File: src/sv/alu64_pkg.sv
// Shared types for the signed add/subtract/multiply/divide unit.
package alu64_pkg;

  typedef enum logic [1:0] {
    CMD_ADD = 2'd0,
    CMD_SUB = 2'd1,
    CMD_MUL = 2'd2,
    CMD_DIV = 2'd3
  } cmd_e;

  typedef enum logic [4:0] {
    ST_IDLE  = 5'b00001,
    ST_SETUP = 5'b00010,
    ST_RUN   = 5'b00100,
    ST_SIGN  = 5'b01000,
    ST_DONE  = 5'b10000
  } state_e;

  // controller -> datapath
  typedef struct packed {
    logic load;
    logic setup;
    logic step;
    logic sign;
  } dp_cmd_t;

  // datapath -> controller
  typedef struct packed {
    logic skip_run;
  } dp_sts_t;

endpackage

File: src/sv/alu64_dp.sv
// Datapath: operand registers, shift/add/subtract logic, sign fix.
module alu64_dp #(
  parameter int W = 64
) (
  input  logic                clk_i,
  input  logic                rst_ni,
  input  alu64_pkg::dp_cmd_t  cmd_i,
  output alu64_pkg::dp_sts_t  sts_o,
  input  logic [1:0]          command_i,
  input  logic [63:0]         left_operand_i,
  input  logic [63:0]         right_operand_i,
  output logic [63:0]         result_value_o
);
  import alu64_pkg::*;

  cmd_e         op_q;
  logic [W-1:0] x_q, y_q, acc_q, quo_q, res_q;
  logic         flip_q;

  logic [W-1:0] x_mag, y_mag, rem_sh, rem_sub, val;
  logic         rem_take;

  assign x_mag    = x_q[W-1] ? (~x_q + W'(1)) : x_q;
  assign y_mag    = y_q[W-1] ? (~y_q + W'(1)) : y_q;
  assign rem_sh   = {acc_q[W-2:0], x_q[W-1]};
  assign rem_sub  = rem_sh - y_q;
  // a set top bit before the shift means the true remainder exceeds the divisor
  assign rem_take = acc_q[W-1] || (rem_sh >= y_q);
  assign val      = (op_q == CMD_MUL) ? acc_q : quo_q;

  assign sts_o.skip_run = (op_q == CMD_ADD) || (op_q == CMD_SUB) ||
                          ((op_q == CMD_DIV) && ((x_q == '0) || (y_q == '0)));

  always_ff @(posedge clk_i or negedge rst_ni) begin
    if (!rst_ni) begin
      op_q <= CMD_ADD;
    end else if (cmd_i.load) begin
      op_q <= cmd_e'(command_i);
    end
  end

  always_ff @(posedge clk_i) begin
    if (cmd_i.load) begin
      x_q <= left_operand_i[W-1:0];
      y_q <= right_operand_i[W-1:0];
    end else if (cmd_i.setup) begin
      flip_q <= x_q[W-1] ^ y_q[W-1];
      x_q    <= x_mag;
      y_q    <= y_mag;
      acc_q  <= '0;
      quo_q  <= '0;
      case (op_q)
        CMD_ADD: res_q <= x_q + y_q;
        CMD_SUB: res_q <= x_q - y_q;
        default: res_q <= '0;
      endcase
    end else if (cmd_i.step) begin
      x_q <= {x_q[W-2:0], 1'b0};
      if (op_q == CMD_MUL) begin
        y_q <= {1'b0, y_q[W-1:1]};
        if (y_q[0]) begin
          acc_q <= acc_q + x_q;
        end
      end else begin
        quo_q <= {quo_q[W-2:0], rem_take};
        acc_q <= rem_take ? rem_sub : rem_sh;
      end
    end else if (cmd_i.sign) begin
      res_q <= flip_q ? (~val + W'(1)) : val;
    end
  end

  assign result_value_o = 64'(signed'(res_q));

endmodule

File: src/sv/alu64_ctrl.sv
// Controller: sequencing state machine, bit counter and handshakes.
module alu64_ctrl #(
  parameter int W = 64
) (
  input  logic                clk_i,
  input  logic                rst_ni,
  input  logic                in_valid_i,
  output logic                in_stall_o,
  output logic                out_valid_o,
  input  logic                out_stall_i,
  output alu64_pkg::dp_cmd_t  cmd_o,
  input  alu64_pkg::dp_sts_t  sts_i
);
  import alu64_pkg::*;

  localparam int CW = $clog2(W);

  state_e          state_q, state_d;
  logic [CW-1:0]   cnt_q, cnt_d;
  logic            last;
  logic            in_acc;

  assign last   = (cnt_q == CW'(W - 1));
  assign in_acc = in_valid_i && !in_stall_o;

  assign in_stall_o  = (state_q != ST_IDLE);
  assign out_valid_o = (state_q == ST_DONE);

  assign cmd_o.load  = in_acc;
  assign cmd_o.setup = (state_q == ST_SETUP);
  assign cmd_o.step  = (state_q == ST_RUN);
  assign cmd_o.sign  = (state_q == ST_SIGN);

  always_comb begin
    state_d = state_q;
    cnt_d   = cnt_q;
    case (state_q)
      ST_IDLE: begin
        if (in_valid_i) state_d = ST_SETUP;
      end
      ST_SETUP: begin
        cnt_d   = '0;
        state_d = sts_i.skip_run ? ST_DONE : ST_RUN;
      end
      ST_RUN: begin
        cnt_d = cnt_q + CW'(1);
        if (last) state_d = ST_SIGN;
      end
      ST_SIGN: begin
        state_d = ST_DONE;
      end
      ST_DONE: begin
        if (!out_stall_i) state_d = ST_IDLE;
      end
      default: begin
        state_d = ST_IDLE;
      end
    endcase
  end

  always_ff @(posedge clk_i or negedge rst_ni) begin
    if (!rst_ni) begin
      state_q <= ST_IDLE;
      cnt_q   <= '0;
    end else begin
      state_q <= state_d;
      cnt_q   <= cnt_d;
    end
  end

  a_no_accept_busy: assert property (@(posedge clk_i) disable iff (!rst_ni)
    out_valid_o |-> in_stall_o)
    else $error("input taken while a result is pending");

  a_accept_setup: assert property (@(posedge clk_i) disable iff (!rst_ni)
    in_acc |=> (state_q == ST_SETUP))
    else $error("accepted transaction did not enter setup");

  a_run_length: assert property (@(posedge clk_i) disable iff (!rst_ni)
    (state_q == ST_RUN && last) |=> (state_q == ST_SIGN))
    else $error("iteration did not end after the last bit");

  a_run_count: assert property (@(posedge clk_i) disable iff (!rst_ni)
    (state_q == ST_SETUP && !sts_i.skip_run) |=> (state_q == ST_RUN && cnt_q == '0))
    else $error("iteration started with a stale count");

  a_hold_result: assert property (@(posedge clk_i) disable iff (!rst_ni)
    (out_valid_o && out_stall_i) |=> (out_valid_o && $stable(cmd_o)))
    else $error("stalled result dropped");

endmodule

File: src/sv/signed_64bit_add_sub_mul_div.sv
// Top level of the signed add/subtract/multiply/divide unit.
//
//  channel | valid      | stall       | payload
//  --------+------------+-------------+-------------------------------------------
//  input   | in_valid_i | in_stall_o  | command_i, left_operand_i, right_operand_i
//  output  | out_valid_o| out_stall_i | result_value_o
//
// Add/subtract: the result is registered in the setup state and shown in done.
// Multiply/divide: setup, one bit per cycle through the add/subtract-compare
// logic for WORD_WIDTH bits, sign fix, then done.
// Divide by zero or a zero dividend skips the iteration and the sign fix.
// One transaction at a time; input stalls until the result is taken.
// Reset is asynchronous, active low, and returns the controller to idle.
module signed_64bit_add_sub_mul_div #(
  parameter int WORD_WIDTH = 64
) (
  input  logic        clk_i,
  input  logic        rst_ni,
  input  logic        in_valid_i,
  output logic        in_stall_o,
  input  logic [1:0]  command_i,
  input  logic [63:0] left_operand_i,
  input  logic [63:0] right_operand_i,
  output logic        out_valid_o,
  input  logic        out_stall_i,
  output logic [63:0] result_value_o
);
  import alu64_pkg::*;

  dp_cmd_t dp_cmd;
  dp_sts_t dp_sts;

  alu64_ctrl #(.W(WORD_WIDTH)) u_ctrl (
    .clk_i       (clk_i),
    .rst_ni      (rst_ni),
    .in_valid_i  (in_valid_i),
    .in_stall_o  (in_stall_o),
    .out_valid_o (out_valid_o),
    .out_stall_i (out_stall_i),
    .cmd_o       (dp_cmd),
    .sts_i       (dp_sts)
  );

  alu64_dp #(.W(WORD_WIDTH)) u_dp (
    .clk_i           (clk_i),
    .rst_ni          (rst_ni),
    .cmd_i           (dp_cmd),
    .sts_o           (dp_sts),
    .command_i       (command_i),
    .left_operand_i  (left_operand_i),
    .right_operand_i (right_operand_i),
    .result_value_o  (result_value_o)
  );

endmodule

File: config.mk
export PLATFORM = sky130hd
export DESIGN_NAME = signed_64bit_add_sub_mul_div
export DESIGN_NICKNAME = d
export VERILOG_FILES = /design/src/sv/alu64_pkg.sv /design/src/sv/alu64_dp.sv /design/src/sv/alu64_ctrl.sv /design/src/sv/signed_64bit_add_sub_mul_div.sv
export SDC_FILE = /design/constraint.sdc
export NUM_CORES = 1
export LEC_CHECK = 0
export BUFFER_PORTS_ARGS = -buffer_cell sky130_fd_sc_hd__buf_4
export CORE_ASPECT_RATIO = 0.9
export CORE_UTILIZATION = 50
export CTS_BUF_LIST = sky130_fd_sc_hd__clkbuf_8
export CTS_CLUSTER_SIZE = 25
export DETAILED_ROUTE_END_ITERATION = 10
export GPL_TIMING_DRIVEN = 0
export PLACE_DENSITY = 0.74
export SKIP_CTS_REPAIR_TIMING = 1
export SLEW_MARGIN = 15
export SYNTH_ARGS = -nofsm -noshare
export SYNTH_HDL_FRONTEND = slang
export SYNTH_SLANG_ARGS = --single-unit
File: constraint.sdc
create_clock -name clk_i -period 7.4 [get_ports clk_i]
set_clock_uncertainty 0.15 [all_clocks]
set_input_delay 0.74 -clock clk_i [delete_from_list [all_inputs] [get_ports clk_i]]
set_output_delay 0.74 -clock clk_i [all_outputs]
set_load 0.02 [all_outputs]
==> results.sh <==
export IMPL_hold_viol=0
export IMPL_dp_slack_ns=-0.626
export IMPL_wl_um=129000
export IMPL_rsz0062_at_grt="no"
export IMPL_vias_per_cell=6.33
export IMPL_cts_buffers=59
export IMPL_yosys_area_share_simple_pct=20.5
export IMPL_fmax_mhz=142
export IMPL_grt_max_degree=62
export IMPL_antenna_found_initial=2
export IMPL_setup_viol=0
export IMPL_drive_gt1_share_pct=8.95
export IMPL_yosysTopAreaCellShare_pct=30.2
export IMPL_finalCritPeriodShare_pct=95.5
export IMPL_overflow=0
export IMPL_grt_pass1_vias=29200
export IMPL_syn_avg_cell_area_um2=8.25
export IMPL_maxSlewViolCount=0
export IMPL_cts_path_max_buffers=3
export IMPL_dpl_cell_area_mm2=0.0347
export IMPL_grt_pass1_wl_um=186000
export IMPL_synthArstFlopShare_pct=3.89
export IMPL_die_w_um=268
export IMPL_cts_tree="yes"
export IMPL_num_rows=87
export IMPL_synthCells=3869
export IMPL_fillers=5965
export IMPL_ys_types=96
export IMPL_synth_compound_area_share_pct=22.6
export IMPL_required_ns=7.69
export IMPL_drv_cap=0
export IMPL_final_nets=4473
export IMPL_synth_top_family_by_area="compound AO/OA/AOI/OAI gates"
export IMPL_antenna_left=0
export IMPL_endpoint_kind="flip-flop"
export IMPL_drtIter0Drc=4366
export IMPL_synth_edf_count=321
export IMPL_initial_core_util_pct=50.7
export IMPL_fp_dieH_um=242
export IMPL_final_cell_mix="381 x a21oi_1, 369 x nand2_1, 321 x edfxtp_1, 297 x nor2_1, 295 x xnor2_1"
export IMPL_synth_xor_area_share_pct=11.1
export IMPL_root_buffer="clkbuf_8"
export IMPL_hold_class="in2reg"
export IMPL_routedWlPerCell_um=25.6
export IMPL_dieArea_mm2=0.0649
export IMPL_ys_ff_latch=334
export IMPL_synth_adder_area_share_pct=7.83
export IMPL_syn_to_final_growth_pct=13.5
export IMPL_vias=31900
export IMPL_finalWorstSetupSlack_ns=0.336
export IMPL_dpl_hpwl_um=104000
export IMPL_clkTransAtPathRegs_ns=0.07
export IMPL_final_common_cell="a21oi_1"
export IMPL_arrival_ns=7.36
export IMPL_yosys_warnings=0
export IMPL_remaining_drc_errors=0
export IMPL_syn_area_mm2=0.0319
export IMPL_status="complete, no violations"
export IMPL_worst_setup_path_type="reg2reg"
export IMPL_io_pins=200
export IMPL_insertion_delay_ns=0.74
export IMPL_place_gp_congestion=1.03
export IMPL_muxShareOfSynthArea_pct=2.74
export IMPL_worstSetupStartpointType="flip-flop"
export IMPL_path_max_fanout=9
export IMPL_io_buffer_count=199
export IMPL_syn_num_nets=4201
export IMPL_dr_pass1_iters=6
export IMPL_stdcell_area_mm2=0.0362
export IMPL_relSlewSlack_pct=9.39
export IMPL_core_area_mm2=0.0629
export IMPL_cts_sinks=334
export IMPL_synth_flop_cell="edfxtp_1"
export IMPL_yosys_area_top_type="edfxtp_1"
export IMPL_ys_seq_area_share_pct=31.2
export IMPL_grt_usage_pct=38.9
export IMPL_finalCriticalPeriod_ns=7.06
export IMPL_synth_area_leaders="edfxtp_1 30%, xnor2_1 8.1%, ha_1 7.6%"
export IMPL_worst_pin_slew_ns=1.36
export IMPL_cts_htree_levels=2
-- sequential cells by signal, indices dropped and copies added (netlist names) --
register,count
u_dp.y_q,64
u_ctrl.state_q,5
u_dp.result_value_o,64
u_dp.op_q,2
u_dp.acc_q,64
u_dp.quo_q,64
u_dp.x_q,64
u_dp.flip_q,1
u_ctrl.cnt_q,6
-- critical path: stages (launching register included) --
cell      delay [ns]
edfxtp_1        0.52
nor3_1          0.46
nand3_1         0.29
nor3_1          0.47
nand4_1         0.26
or3_1           0.44
nor3_1          0.29
nor2_1          0.09
xnor2_1         0.61
ha_1            0.36
clkbuf_1        0.21
and3_1          0.22
a32oi_1         0.16
o31ai_1         0.16
a21o_1          0.23
a311oi_2        0.49
o21ai_1         0.26
a211oi_1        0.52
o21ai_0         0.21
xnor2_1         0.26
o22ai_1         0.15
-- stage by stage --
stage / util, % / TNS (ns) / instances / hold WS (ns)
floorplan: - / 0 / 3869 / 0.294
global placement: 54.8 / -385.12 / 4913 / 0.318
detailed placement: 55.2 / -3.86 / 4924 / 0.324
CTS: 57.5 / -4.42 / 5036 / -0.328
global route: 57.6 / 0 / 5038 / 0.0900
finish: 57.6 / 0 / 5039 / 0.0568
-- routing by layer --
metal | GRT usage (%) | up-vias | part of all wire, %
li1 | - | 14900 | -
met1 | 56.6 | 14900 | 42
met2 | 53.9 | 1960 | 40
met3 | 11.0 | 232 | 14
met4 | 14.7 | 2 | 3.8
met5 | 0 | - | 0.010
-- final timing paths --
check                                      from                 endpoint  slack, ns  depth (start not counted)
worst max register to register      u_dp.y_q[0]  u_dp.result_value_o[54]       0.34                         20
worst max-delay path                u_dp.y_q[0]  u_dp.result_value_o[54]       0.34                         20
worst min-delay path               command_i[0]             u_dp.op_q[0]       0.06                          3
max in group asynchronous                rst_ni        u_ctrl.state_q[0]       6.58                          2
min in group asynchronous                rst_ni          u_ctrl.cnt_q[0]       0.27                          2
worst min register to register  u_ctrl.cnt_q[5]          u_ctrl.cnt_q[5]       0.34                          1
-- logic make-up (layout without fill, tap and decap cells) --
logic type                 Yosys count  count (layout)
and+or+nand+nor                   1339            1339
AOI/OAI and AO/OA                 1176            1176
other                                0               2
adders and majority gates          198             198
xor gates and xnor gates           405             405
DFF                                334             334
buffers and inverters              330             653
muxes                               87              87
-- Yosys cell counts, types with 24 or more instances --
library cell / number
a211oi_1: 38
a21o_1: 77
a21oi_1: 381
a22oi_1: 24
a31oi_1: 33
and2_1: 79
and3_1: 67
clkbuf_1: 162
edfxtp_1: 321
ha_1: 195
inv_1: 129
mux2i_1: 85
nand2_1: 369
nand2b_1: 34
nand3_1: 92
nand4_1: 59
nor2_1: 299
nor2b_1: 24
nor3_1: 183
nor4_1: 30
o211ai_1: 49
o21ai_0: 258
o21ai_1: 46
o21bai_1: 42
o22ai_1: 57
o31ai_1: 34
or3_1: 31
xnor2_1: 295
xor2_1: 110
-- layout make-up --
type                       instances  area (um^2)  area share (%)
buffer                           198          796            2.20
tap                              845         1060            2.92
clock inverter                    52          609            1.68
antenna                            2         5.00          0.0138
timing repair buffer             212         1710            4.73
clock buffer                      60          826            2.28
inverter                         131          492            1.36
sequential                       334         9970            27.5
multi-input combinational       3205        20700            57.3
Power is left out: the tool's default activity adds up to more than one toggle a clock period on the data nets, which glitch-free logic cannot reach.
